**src/rtl/core/dtwpe_pkg.sv**
```systemverilog
// Shared types and constants for the projected-envelope DTW lower bound core.
`timescale 1ns / 1ps
`default_nettype none
package dtwpe_pkg;

   localparam int MAX_WINDOW_DEF = 32;
   localparam int SAMPLE_W       = 32;
   localparam int BOUND_W        = 63;
   localparam int POS_W          = 16;
   localparam int CFG_W_W        = 6;
   localparam int CSR_IDX_W      = 2;
   localparam int CSR_DATA_W     = 16;
   localparam int STD_W          = 31;
   localparam int DIV_NUM_W      = 49;
   localparam int DIV_CNT_W      = $clog2(DIV_NUM_W);

   localparam logic [CSR_IDX_W-1:0] CSR_WINDOW = 2'd0;
   localparam logic [CSR_IDX_W-1:0] CSR_LENGTH = 2'd1;

   localparam logic [CFG_W_W-1:0] WINDOW_RESET = 6'd4;
   localparam logic [POS_W-1:0]   LENGTH_RESET = 16'd128;
   localparam logic [POS_W-1:0]   LENGTH_MIN   = 16'd8;
   localparam logic [POS_W-1:0]   EDGE_POS     = 16'd3;
   localparam logic [POS_W-1:0]   TAIL_GAP     = 16'd4;

   localparam logic [BOUND_W-1:0] BOUND_MAX = {BOUND_W{1'b1}};

   typedef enum logic [3:0] {
      ST_IDLE,
      ST_CHECK,
      ST_DIVU,
      ST_DIVU_WAIT,
      ST_DIVL,
      ST_DIVL_WAIT,
      ST_WRITE,
      ST_SCAN_INIT,
      ST_SCAN_ADDR,
      ST_SCAN_DATA,
      ST_SQ1,
      ST_SQ2,
      ST_SUM,
      ST_ACC,
      ST_EMIT
   } dtwpe_state_type;

   typedef struct packed {
      logic load;
      logic div_start;
      logic div_lower;
      logic store_un;
      logic store_ln;
      logic write;
      logic scan_init;
      logic scan_step;
      logic sq1;
      logic sq2;
      logic sum;
      logic acc;
      logic emit;
   } dtwpe_cmd_type;

   typedef struct packed {
      logic skip;
      logic need_norm;
      logic div_done;
      logic emit_any;
      logic scan_last;
      logic rsp_free;
      logic run_done;
      logic last_j;
   } dtwpe_status_type;

endpackage
`default_nettype wire

```
**src/rtl/core/dtwpe_ctrl.sv**
```systemverilog
// Controller state machine sequencing load, normalization, scan and term output.
`timescale 1ns / 1ps
`default_nettype none
module dtwpe_ctrl (
   input  wire logic                          clock,
   input  wire logic                          reset,
   input  wire logic                          req_valid,
   output logic                               req_ready,
   input  wire dtwpe_pkg::dtwpe_status_type   status,
   output dtwpe_pkg::dtwpe_cmd_type           cmd
);
   import dtwpe_pkg::*;

   dtwpe_state_type state_ff, state_in;

   always_ff @(posedge clock) begin
      if (reset) begin
         state_ff <= ST_IDLE;
      end else begin
         state_ff <= state_in;
      end
   end

   always_comb begin
      state_in = state_ff;
      case (state_ff)
         ST_IDLE:      if (req_valid) state_in = ST_CHECK;
         ST_CHECK: begin
            if (status.skip) state_in = ST_IDLE;
            else if (status.need_norm) state_in = ST_DIVU;
            else state_in = ST_WRITE;
         end
         ST_DIVU:      state_in = ST_DIVU_WAIT;
         ST_DIVU_WAIT: if (status.div_done) state_in = ST_DIVL;
         ST_DIVL:      state_in = ST_DIVL_WAIT;
         ST_DIVL_WAIT: if (status.div_done) state_in = ST_WRITE;
         ST_WRITE:     state_in = status.emit_any ? ST_SCAN_INIT : ST_IDLE;
         ST_SCAN_INIT: state_in = ST_SCAN_ADDR;
         ST_SCAN_ADDR: state_in = ST_SCAN_DATA;
         ST_SCAN_DATA: state_in = status.scan_last ? ST_SQ1 : ST_SCAN_ADDR;
         ST_SQ1:       state_in = ST_SQ2;
         ST_SQ2:       state_in = ST_SUM;
         ST_SUM:       state_in = ST_ACC;
         ST_ACC:       state_in = ST_EMIT;
         ST_EMIT: begin
            if (status.rsp_free) begin
               if (status.run_done || status.last_j) state_in = ST_IDLE;
               else state_in = ST_SCAN_INIT;
            end
         end
         default:      state_in = ST_IDLE;
      endcase
   end

   always_comb begin
      cmd       = '0;
      req_ready = 1'b0;
      case (state_ff)
         ST_IDLE: begin
            req_ready = 1'b1;
            cmd.load  = req_valid;
         end
         ST_DIVU:      cmd.div_start = 1'b1;
         ST_DIVU_WAIT: cmd.store_un  = status.div_done;
         ST_DIVL: begin
            cmd.div_start = 1'b1;
            cmd.div_lower = 1'b1;
         end
         ST_DIVL_WAIT: cmd.store_ln  = status.div_done;
         ST_WRITE:     cmd.write     = 1'b1;
         ST_SCAN_INIT: cmd.scan_init = 1'b1;
         ST_SCAN_DATA: cmd.scan_step = 1'b1;
         ST_SQ1:       cmd.sq1       = 1'b1;
         ST_SQ2:       cmd.sq2       = 1'b1;
         ST_SUM:       cmd.sum       = 1'b1;
         ST_ACC:       cmd.acc       = 1'b1;
         ST_EMIT:      cmd.emit      = status.rsp_free;
         default: ;
      endcase
   end

endmodule
`default_nettype wire
```
**config.mk**
```make
export PLATFORM = sky130hd
export DESIGN_NAME = dtwpe_ctrl
export DESIGN_NICKNAME = d
export VERILOG_FILES = /design/src/rtl/core/dtwpe_pkg.sv /design/src/rtl/core/dtwpe_ctrl.sv
export SDC_FILE = /design/constraint.sdc
export NUM_CORES = 1
export LEC_CHECK = 0
export BUFFER_PORTS_ARGS = -buffer_cell sky130_fd_sc_hd__buf_2
export CORE_AREA = 4 4 41 43
export CTS_CLUSTER_DIAMETER = 50
export DETAILED_ROUTE_END_ITERATION = 12
export DIE_AREA = 0 0 45 47
export PLACE_DENSITY = 0.69
export SLEW_MARGIN = 20
export SYNTH_ARGS = -nofsm -noshare
export SYNTH_HDL_FRONTEND = slang
export SYNTH_SLANG_ARGS = --single-unit
```
**constraint.sdc**
```tcl
create_clock -name clock -period 1.45 [get_ports clock]
set_clock_uncertainty 0.05 [all_clocks]
set_input_delay 0.29 -clock clock [delete_from_list [all_inputs] [get_ports clock]]
set_output_delay 0.29 -clock clock [all_outputs]
set_load 0.02 [all_outputs]
```
After elaboration in Yosys (flattened, before gate mapping)
Cells that the tools add are included.
{ "totals": {"in_bits": 11, "word_cells": 47, "ff_bits": 4, "out_inout_bits": 14} }
{ "op_classes": {"muxes": 24, "n_reduce_logical": 4, "n_eq_ne": 18} }
{ "op_table": {"columns": ["operator", "count"], "rows": [
  ["one-hot mux 4 bit (15 select lines)", 1],
  ["== test 4 bit, second input constant", 7],
  ["== test 4 x 3 -> 1 bit, second input constant", 4],
  ["two-way mux 4 bit", 4],
  ["two-way mux 1 bit", 14],
  ["two-way mux 3 bit", 4],
  ["== test 4 x 2 -> 1 bit, second input constant", 2],
  ["inequality test 2 bit, second input constant", 4],
  ["== test 4 x 1 -> 1 bit, second input constant", 1],
  ["logical NOT 4 bit", 1],
  ["AND reduction 4 bit", 1],
  ["two-way mux 2 bit", 1],
  ["OR reduction 2 bit", 1],
  ["logical OR 1 bit", 1]
]} }

Logic depth before layout (Yosys ltp)
Gate-level depths: netlist of the first run.
{ "logic_depth": {"word_depth": 4, "mapped_depth": 5, "mapped_depth_nobuf": 4} }

Worst setup path before layout of the first run
OpenSTA, ideal clock, no wires.
{ "synth_path": {"path_kind": "register to output", "start": "reg state_ff[0]", "end": "out cmd[12] (netlist name)", "arrival_time_ns": 1.610, "path_slack_ns": -0.500, "path_stages_with_launch": 4, "path_cell_list": "dfxtp_1 -> clkbuf_1 -> nor4_1 -> and2_1"} }
{ "synth_rtl": {"columns": ["element", "line", "source"], "rows": [
  ["start, declared", "dtwpe_ctrl.sv:14", "dtwpe_state_type state_ff, state_in;"],
  ["start signal, assigned", "dtwpe_ctrl.sv:20", "state_ff <= state_in;"],
  ["end, declared", "dtwpe_ctrl.sv:10", "output dtwpe_pkg::dtwpe_cmd_type cmd"]
]} }

==> report_table.html, run 1 <==
<table>
<tr><th>Metric</th><th>Value</th></tr>
<tr><th colspan="2">Timing</th></tr>
<tr><td>Final setup violation count</td><td>17</td></tr>
<tr><td>Summed negative setup slack over all endpoints</td><td>-1.34 ns</td></tr>
<tr><td>Count of pins over their slew limit</td><td>0</td></tr>
<tr><td>Slew at the pin closest to its max-slew limit</td><td>0.324 ns</td></tr>
<tr><td>Unrepaired setup endpoints after global routing</td><td>yes</td></tr>
<tr><td>Final hold viol count</td><td>0</td></tr>
<tr><td>Setup ws final</td><td>-0.147 ns</td></tr>
<tr><td>Upper clock frequency limit</td><td>roughly 0.63 GHz</td></tr>
<tr><td>Min Tclk post-route</td><td>roughly 1.6 ns</td></tr>
<tr><td>Max-slew headroom</td><td>between 70% and 80%</td></tr>
<tr><td>Fraction of the cycle the final worst path needs</td><td>110%</td></tr>
<tr><th colspan="2">Min path</th></tr>
<tr><td>Class of the worst hold path</td><td>in2reg</td></tr>
<tr><th colspan="2">Layout</th></tr>
<tr><td>Area taken by multi-input logic gates</td><td>roughly 440 sq um</td></tr>
<tr><td>Largest registers</td><td>state_ff: 4 flops</td></tr>
<tr><td>Register containing the most flip-flops in the final layout</td><td>state_ff</td></tr>
<tr><td>Ant diodes</td><td>0</td></tr>
<tr><td>Most frequent cells in the layout</td><td>21 x buf_4, 12 x buf_2, 10 x buf_6</td></tr>
<tr><td>Area Overhead vs Synth</td><td>136%</td></tr>
<tr><td>Nets</td><td>around 120</td></tr>
<tr><td>Fraction of layout cells with a size suffix above 1</td><td>between 70% and 80%</td></tr>
<tr><td>FF+latch area</td><td>95.1 sq um</td></tr>
<tr><td>Most common cell after layout, fill and taps aside</td><td>buf_4</td></tr>
<tr><td>Flip-flop count of the largest register after layout</td><td>4</td></tr>
<tr><td>Filler cell count in the final layout</td><td>88</td></tr>
<tr><th colspan="2">Placed design</th></tr>
<tr><td>Routability congestion estimate from global placement</td><td>roughly 0.9</td></tr>
<tr><td>Worst slack, placed</td><td>-0.0566 ns</td></tr>
<tr><td>Port Buffers</td><td>24</td></tr>
<tr><td>Detail Placement HPWL</td><td>roughly 1.0 mm</td></tr>
<tr><th colspan="2">Power and ir drop</th></tr>
<tr><td>Power per standard cell area</td><td>~860 nW/um^2</td></tr>
<tr><td>Proportion of power drawn by flip-flops and latches</td><td>a little under a fifth</td></tr>
<tr><td>Internal portion of total power</td><td>about 0.51 mW</td></tr>
<tr><td>Switching power as a share of total power</td><td>around 40%</td></tr>
<tr><td>Leakage power</td><td>approximately 0.4 nW</td></tr>
<tr><td>Overall power consumption</td><td>0.830 mW</td></tr>
<tr><td>Combinational group share of total power</td><td>about two thirds</td></tr>
<tr><td>Max rail drop VDD</td><td>0.614 mV</td></tr>
<tr><td>Fraction of power consumed by the clock network</td><td>roughly 16%</td></tr>
<tr><td>Switching power total</td><td>0.323 mW</td></tr>
<tr><th colspan="2">Floorplanning</th></tr>
<tr><td>Total number of placement rows</td><td>13</td></tr>
<tr><td>Die Footprint</td><td>about 2100 sq um</td></tr>
<tr><td>Horizontal extent of the die</td><td>around 45 microns</td></tr>
<tr><td>Total core area</td><td>~1300 sq um</td></tr>
<tr><td>Count of pins on the block boundary</td><td>25</td></tr>
<tr><td>Starting density of the core</td><td>31.6%</td></tr>
<tr><td>Die Ht</td><td>roughly 47 microns</td></tr>
<tr><th colspan="2">Setup path</th></tr>
<tr><td>Cell with the largest stage delay on the worst path</td><td>dfxtp_4</td></tr>
<tr><td>Worst stage delay on the critical path</td><td>between 0.3 and 0.4 ns</td></tr>
<tr><td>Crit path capture type</td><td>output port</td></tr>
<tr><td>Worst endpoint required time</td><td>1.11 ns</td></tr>
<tr><td>Critical path class</td><td>reg2out</td></tr>
<tr><td>Startpoint type of the worst setup path</td><td>flop</td></tr>
<tr><td>Data arrival time of the worst path</td><td>around 1.3 ns</td></tr>
<tr><td>Worst-path fanout max</td><td>3</td></tr>
<tr><td>Worst-path cell chain</td><td>buf_4 &gt; nor4_4 &gt; and2_4 &gt; buf_6</td></tr>
<tr><th colspan="2">Flow run</th></tr>
<tr><td>Maxcap violations</td><td>0</td></tr>
<tr><th colspan="2">Clocking</th></tr>
<tr><td>Maximum level of the CTS H-tree</td><td>1</td></tr>
<tr><td>Insertion delay of the later-clocked pin in the worst-skew pair</td><td>approximately 0.23 ns</td></tr>
<tr><td>Clock sink count</td><td>4</td></tr>
<tr><td>Clock tree from TritonCTS</td><td>yes</td></tr>
<tr><td>Number of CTS-inserted buffers</td><td>3</td></tr>
<tr><td>Number of hold-repair buffers added at the cts stage</td><td>0</td></tr>
<tr><td>Clock-pin slew of the registers on the worst-case setup and hold paths</td><td>0.03 ns</td></tr>
<tr><td>Bufs on Longest Clock Path</td><td>2</td></tr>
<tr><td>Root Buffer</td><td>clkbuf_4</td></tr>
<tr><th colspan="2">Route</th></tr>
<tr><td>Via Count</td><td>~630</td></tr>
<tr><td>Vias per inst</td><td>between 5 and 6</td></tr>
<tr><td>Number of violations reported at the end of detailed-routing iteration 0</td><td>13</td></tr>
<tr><td>DR DRC count</td><td>0</td></tr>
<tr><td>Antenna Nets Post-Route</td><td>0</td></tr>
<tr><td>Routed wirelength normalized by instance count</td><td>15.1 microns</td></tr>
<tr><td>Final routed wirelength across all metal layers</td><td>around 1.8 mm</td></tr>
<tr><td>First-pass iteration count of the detailed router</td><td>4</td></tr>
<tr><th colspan="2">Synthesis</th></tr>
<tr><td>Average instance area after synthesis</td><td>7.22 sq um</td></tr>
<tr><td>Flip-flop and latch count after synthesis</td><td>4</td></tr>
<tr><td>Nets in the synthesized netlist</td><td>between 60 and 70</td></tr>
<tr><td>Sequential share of the synthesized area</td><td>19.5%</td></tr>
<tr><td>Synthesized instance count</td><td>between 50 and 60</td></tr>
<tr><td>Summed instance area of the synthesized netlist</td><td>about 410 sq um</td></tr>
<tr><td>Yosys Warn Count</td><td>0</td></tr>
<tr><td>Number of distinct standard cells referenced by the synthesized netlist</td><td>28</td></tr>
<tr><th colspan="2">Global route</th></tr>
<tr><td>Aggregate global-route resource usage</td><td>~16%</td></tr>
<tr><td>Initial antenna violation count</td><td>0</td></tr>
<tr><td>Overflow left after global routing</td><td>0</td></tr>
<tr><td>Vias in the first global route</td><td>between 500 and 600</td></tr>
<tr><td>Largest net degree at the start of global routing</td><td>9</td></tr>
<tr><td>Global-route wire length before repair</td><td>2.52 mm</td></tr>
<tr><th colspan="2">Status</th></tr>
<tr><td>Result of the run</td><td>finished, violations left</td></tr>
<tr><td>Violations in the final reports</td><td>negative setup slack</td></tr>
</table>
## per-stage QoR
step	area [sq um]	utilization [%]	std cells	hold WS, ns
2_1_floorplan	453	-	57	0.302
3_3_place_gp	647	49.7	103	0.466
3_5_place_dp	647	49.7	103	0.462
4_1_cts	816	62.7	112	0.202
5_1_grt	971	74.6	117	0.212
6_report	971	74.6	117	0.208
## cell type report
class,instances,share of cell area [%]
Clock buffer,3,2.32
Inverter,2,1.29
Multi-Input combinational cell,47,45.5
Sequential cell,4,9.79
Tap cell,15,1.93
Timing Repair Buffer,46,39.2
## per-layer routing
metal	track usage (%)	vias to the layer above	wire (microns)
li1	-	299	-
met5	0	-	0
met4	11.1	0	57
met1	17.7	294	617
met3	3.83	8	109
met2	28.0	24	985
## synth_stat cells
master	number	share of area, %
a311oi_2	1	3.6
a21oi_2	1	2.1
o22a_1	1	2.1
o21bai_1	2	3.6
nand2_1	4	3.6
nor3_1	7	8.5
o211ai_1	1	1.8
inv_1	2	1.8
nor4_1	3	4.6
a31o_1	1	2.1
nand3_1	1	1.2
nor3b_2	1	3.0
and2b_1	1	1.8
dfxtp_1	4	19
xnor2_1	1	2.1
a21oi_1	4	4.9
buf_6	1	2.7
or2b_1	2	3.6
and4b_1	1	2.4
buf_2	1	1.2
or4b_4	1	3.3
nor2_1	8	7.3
and2_1	1	1.5
or4_1	1	1.8
o2111ai_1	1	2.1
clkbuf_1	1	0.91
buf_4	1	1.8
nand2b_1	3	4.6
## path summary, 6_finish.rpt
path	start	to	slack [ns]	depth (start not counted)
min reg2reg	state_ff[3]$_SDFFE_PP0P_	state_ff[3]$_SDFFE_PP0P_	0.66	3
min	reset	state_ff[2]$_SDFFE_PP0P_	0.21	2
max reg2reg	state_ff[1]$_SDFFE_PP0P_	state_ff[1]$_SDFFE_PP0P_	-0.11	5
max	state_ff[1]$_SDFFE_PP0P_	cmd[12]	-0.15	4
## power by group through the flow
stage	clock network [mW]	logic, mW	registers, mW
finish	0.134	0.546	0.151
global route	0.149	0.577	0.152
CTS	0.142	0.452	0.146
detailed placement	0	0.328	0.155
global placement	0	0.324	0.152
floorplan	0	0.224	0.139
## worst max-delay path: cells and delay by family (launching register included)
kind	cells	cell delay (ns)
buffers and inverters	2	0.24
and+or+nand+nor	2	0.44
DFF	1	0.34
## timing repair
item	in CTS	in global routing
pin swaps	11	5
endpoints found under the setup margin	16	17
setup buffers	6	5
resized for setup	37	26
## logic make-up after synthesis
group	share of synthesized area [%]
simple gates	47.4
xor+xnor	2.13
buf+inv	8.51
compound gates	22.5
flops	19.5
Power figures use the tool's default switching activity.
==> run 2: changes to the inputs <==
--- a/config.mk
+++ b/config.mk
@@ -7,10 +7,11 @@
 export LEC_CHECK = 0
 export BUFFER_PORTS_ARGS = -buffer_cell sky130_fd_sc_hd__buf_2
 export CORE_AREA = 4 4 41 43
+export CTS_BUF_LIST = sky130_fd_sc_hd__clkbuf_4
 export CTS_CLUSTER_DIAMETER = 50
 export DETAILED_ROUTE_END_ITERATION = 12
 export DIE_AREA = 0 0 45 47
-export PLACE_DENSITY = 0.69
+export PLACE_DENSITY = 0.67
 export SLEW_MARGIN = 20
 export SYNTH_ARGS = -nofsm -noshare
 export SYNTH_HDL_FRONTEND = slang
==> constraint.sdc (replaced) <==
create_clock -name clock -period 1.5 [get_ports clock]
set_clock_uncertainty 0.05 [all_clocks]
set_input_delay 0.3 -clock clock [delete_from_list [all_inputs] [get_ports clock]]
set_output_delay 0.3 -clock clock [all_outputs]
set_load 0.02 [all_outputs]
==> run 2 against run 1 <==
Compared with the run above:
- the flow still finishes with violations (negative setup slack)
- clock-buffer cell count stayed put
- first-iteration DRC count is 7.7% higher
- die area stayed put
- non-clock buffer count is 1 lower
- sequential cell count stayed put
- critical endpoint is now cmd[2]
- cell area is 2.4% lower
- combinational power is 11% lower
- final cell count is 0.85% lower
- clock power is 3% lower
- routed wire length is 7.0% lower
==> report_table.html, run 2 (synthesized netlist as in run 1, its figures left out) <==
<table>
<tr><th>Metric</th><th>Value</th></tr>
<tr><th colspan="2">Status</th></tr>
<tr><td>Result of the run</td><td>finished, violations left (unchanged)</td></tr>
<tr><td>Violations in the final reports</td><td>negative setup slack (unchanged)</td></tr>
<tr><th colspan="2">Floorplanning</th></tr>
<tr><td>Horizontal extent of the die</td><td>45 microns (unchanged)</td></tr>
<tr><td>Total core area</td><td>1300 sq um (unchanged)</td></tr>
<tr><td>Die Ht</td><td>47 microns (unchanged)</td></tr>
<tr><td>Starting density of the core</td><td>31.6% (unchanged)</td></tr>
<tr><td>Count of pins on the block boundary</td><td>25 (unchanged)</td></tr>
<tr><td>Total number of placement rows</td><td>13 (unchanged)</td></tr>
<tr><td>Die Footprint</td><td>2120 sq um (unchanged)</td></tr>
<tr><th colspan="2">Global route</th></tr>
<tr><td>Largest net degree at the start of global routing</td><td>7 (was 9)</td></tr>
<tr><td>Overflow left after global routing</td><td>0 (unchanged)</td></tr>
<tr><td>Global-route wire length before repair</td><td>2.21 mm (was 2.52 mm)</td></tr>
<tr><td>Aggregate global-route resource usage</td><td>14.8% (was 16.3%)</td></tr>
<tr><td>Initial antenna violation count</td><td>0 (unchanged)</td></tr>
<tr><td>Vias in the first global route</td><td>520 (was 598)</td></tr>
<tr><th colspan="2">Timing</th></tr>
<tr><td>Setup ws final</td><td>-0.148 ns (was -0.147 ns)</td></tr>
<tr><td>Fraction of the cycle the final worst path needs</td><td>110%</td></tr>
<tr><td>Final setup violation count</td><td>13 (was 17)</td></tr>
<tr><td>Upper clock frequency limit</td><td>around 0.61 GHz</td></tr>
<tr><td>Unrepaired setup endpoints after global routing</td><td>yes (unchanged)</td></tr>
<tr><td>Min Tclk post-route</td><td>between 1.5 and 2 ns</td></tr>
<tr><td>Worst hold slack across all endpoints</td><td>0.250 ns (was 0.208 ns)</td></tr>
<tr><td>Slew at the pin closest to its max-slew limit</td><td>0.246 ns (was 0.324 ns)</td></tr>
<tr><td>Max-slew headroom</td><td>83.5% (was 78.2%)</td></tr>
<tr><td>Final hold viol count</td><td>0 (unchanged)</td></tr>
<tr><td>Count of pins over their slew limit</td><td>0 (unchanged)</td></tr>
<tr><th colspan="2">Layout</th></tr>
<tr><td>Fraction of layout cells with a size suffix above 1</td><td>75.2% (was 77.5%)</td></tr>
<tr><td>Flip-flop count of the largest register after layout</td><td>4 (unchanged)</td></tr>
<tr><td>Ant diodes</td><td>0 (unchanged)</td></tr>
<tr><td>Register containing the most flip-flops in the final layout</td><td>state_ff (unchanged)</td></tr>
<tr><td>Nets</td><td>114 (was 115)</td></tr>
<tr><td>Area Overhead vs Synth</td><td>130% (was 136%)</td></tr>
<tr><td>Most frequent cells in the layout</td><td>22 x buf_4, 12 x buf_2, 9 x buf_6 (was 21 x buf_4, 12 x buf_2, 10 x buf_6)</td></tr>
<tr><td>Most common cell after layout, fill and taps aside</td><td>buf_4 (unchanged)</td></tr>
<tr><td>Largest registers</td><td>state_ff: 4 flops (unchanged)</td></tr>
<tr><td>Util after Layout</td><td>72.8% (was 74.6%)</td></tr>
<tr><td>Cell area after layout</td><td>947 sq um (was 971 sq um)</td></tr>
<tr><th colspan="2">Power and ir drop</th></tr>
<tr><td>Leakage power</td><td>0.417 nW (was 0.406 nW)</td></tr>
<tr><td>Max rail drop VDD</td><td>0.556 mV (was 0.614 mV)</td></tr>
<tr><td>Overall power consumption</td><td>0.768 mW (was 0.830 mW)</td></tr>
<tr><td>Power per standard cell area</td><td>811 nW/um^2 (was 855 nW/um^2)</td></tr>
<tr><th colspan="2">Setup path</th></tr>
<tr><td>Setup slack, reg-to-reg</td><td>-0.10 ns (was -0.11 ns)</td></tr>
<tr><td>Origin of the critical flop-to-flop path</td><td>state_ff[1]$_SDFFE_PP0P_ (unchanged)</td></tr>
<tr><td>Worst path bufs/invs</td><td>3 (was 2)</td></tr>
<tr><td>Cell with the largest stage delay on the worst path</td><td>dfxtp_2 (was dfxtp_4)</td></tr>
<tr><td>Critical path class</td><td>reg2out (unchanged)</td></tr>
<tr><td>Crit path capture type</td><td>output port (unchanged)</td></tr>
<tr><td>Worst stage delay on the critical path</td><td>0.35 ns (was 0.34 ns)</td></tr>
<tr><td>Category of cells accounting for the largest share of critical-path delay</td><td>buffers and inverters (was simple AND/OR/NAND/NOR gates)</td></tr>
<tr><td>Startpoint type of the worst setup path</td><td>flop (unchanged)</td></tr>
<tr><td>Data arrival time of the worst path</td><td>1.30 ns (was 1.26 ns)</td></tr>
<tr><td>Worst-path cell chain</td><td>buf_12 &gt; buf_8 &gt; nand2_4 &gt; nor3_1 &gt; buf_2 (was buf_4 &gt; nor4_4 &gt; and2_4 &gt; buf_6)</td></tr>
<tr><td>Worst endpoint required time</td><td>1.15 ns (was 1.11 ns)</td></tr>
<tr><td>Worst-path fanout max</td><td>6 (was 3)</td></tr>
<tr><td>Cells on worst reg2reg path</td><td>5 (unchanged)</td></tr>
<tr><td>End of the worst register-to-register path</td><td>state_ff[1]$_SDFFE_PP0P_ (unchanged)</td></tr>
<tr><td>Total number of cells along the worst setup path</td><td>5 (was 4)</td></tr>
<tr><th colspan="2">Placed design</th></tr>
<tr><td>Port Buffers</td><td>24 (unchanged)</td></tr>
<tr><td>Worst slack, placed</td><td>-0.0225 ns (was -0.0566 ns)</td></tr>
<tr><td>Standard cell area after detailed placement</td><td>632 sq um (was 647 sq um)</td></tr>
<tr><td>Routability congestion estimate from global placement</td><td>0.867 (was 0.895)</td></tr>
<tr><td>Detail Placement HPWL</td><td>1.01 mm (was 1.03 mm)</td></tr>
<tr><th colspan="2">Route</th></tr>
<tr><td>Routed wirelength normalized by instance count</td><td>14.2 microns (was 15.1 microns)</td></tr>
<tr><td>Antenna Nets Post-Route</td><td>0 (unchanged)</td></tr>
<tr><td>Number of violations reported at the end of detailed-routing iteration 0</td><td>14 (was 13)</td></tr>
<tr><td>DR DRC count</td><td>0 (unchanged)</td></tr>
<tr><td>Via Count</td><td>590 (was 625)</td></tr>
<tr><td>First-pass iteration count of the detailed router</td><td>3 (was 4)</td></tr>
<tr><td>Final routed wirelength across all metal layers</td><td>1.65 mm (was 1.77 mm)</td></tr>
<tr><td>Vias per inst</td><td>5.09 (was 5.34)</td></tr>
<tr><th colspan="2">Flow run</th></tr>
<tr><td>Maxcap violations</td><td>0 (unchanged)</td></tr>
<tr><th colspan="2">Clocking</th></tr>
<tr><td>Clock sink count</td><td>4 (unchanged)</td></tr>
<tr><td>Insertion delay of the later-clocked pin in the worst-skew pair</td><td>0.23 ns (about the same)</td></tr>
<tr><td>Clock tree from TritonCTS</td><td>yes (unchanged)</td></tr>
<tr><td>Number of CTS-inserted buffers</td><td>3 (unchanged)</td></tr>
<tr><td>Bufs on Longest Clock Path</td><td>2 (unchanged)</td></tr>
<tr><td>Clock-pin slew of the registers on the worst-case setup and hold paths</td><td>0.04 ns (was 0.03 ns)</td></tr>
<tr><td>Root Buffer</td><td>clkbuf_4 (unchanged)</td></tr>
<tr><td>Maximum level of the CTS H-tree</td><td>1 (unchanged)</td></tr>
<tr><th colspan="2">Min path</th></tr>
<tr><td>Hold path endpoint</td><td>state_ff[2]$_SDFFE_PP0P_ (unchanged)</td></tr>
<tr><td>Hold path startpoint</td><td>reset (unchanged)</td></tr>
<tr><td>Class of the worst hold path</td><td>in2reg (unchanged)</td></tr>
<tr><td>Hold path depth</td><td>2 (unchanged)</td></tr>
</table>
==> run 2: how the worst max path moves through the flow <==
stage	startpoint	to	slack, ns
floorplan	state_ff[3]$_SDFFE_PP0P_	cmd[12]	-0.03
global placement	state_ff[2]$_SDFFE_PP0P_	state_ff[1]$_SDFFE_PP0P_	0.006
detailed placement	state_ff[1]$_SDFFE_PP0P_	state_ff[1]$_SDFFE_PP0P_	-0.02
CTS	state_ff[3]$_SDFFE_PP0P_	cmd[12]	-0.11
global route	state_ff[3]$_SDFFE_PP0P_	cmd[2]	-0.20
finish	state_ff[3]$_SDFFE_PP0P_	cmd[2]	-0.15
==> run 2: where the power goes <==
part           leakage [nW]  switching, mW  internal (mW)
clock                0.0138         0.0406         0.0892
sequential           0.0353         0.0251          0.127
combinational         0.368          0.232          0.254
==> run 2: metrics by stage <==
stage | setup TNS (ns) | instances
finish | -0.843 | 116
global route | -1.58 | 116
CTS | -0.624 | 112
detailed placement | -0.0225 | 100
global placement | 0 | 100
floorplan | -0.0468 | 57
==> run 2: per-layer routing <==
layer | global-route usage, % | vias to the layer above | part of all wire, %
li1 | - | 295 | -
met1 | 15.5 | 274 | 38
met2 | 28.0 | 17 | 55
met3 | 5.75 | 4 | 4.3
met4 | 3.51 | 0 | 3.0
met5 | 0 | - | 0
==> run 2: repair_timing <==
item | CTS | global route
hold buffers | 0 | 0
setup buffers | 9 | 4
pin swaps | 8 | 6
gates resized for setup | 29 | 27
setup endpoints to repair | 14 | 17
==> run 2: area by class of cell <==
type                       instances  area [sq um]
timing repair buffer              45           362
inverter                           2          7.51
fill                              86           354
clock buffer                       3          22.5
multi-input combinational         47           444
tap                               15          18.8
sequential                         4          92.6
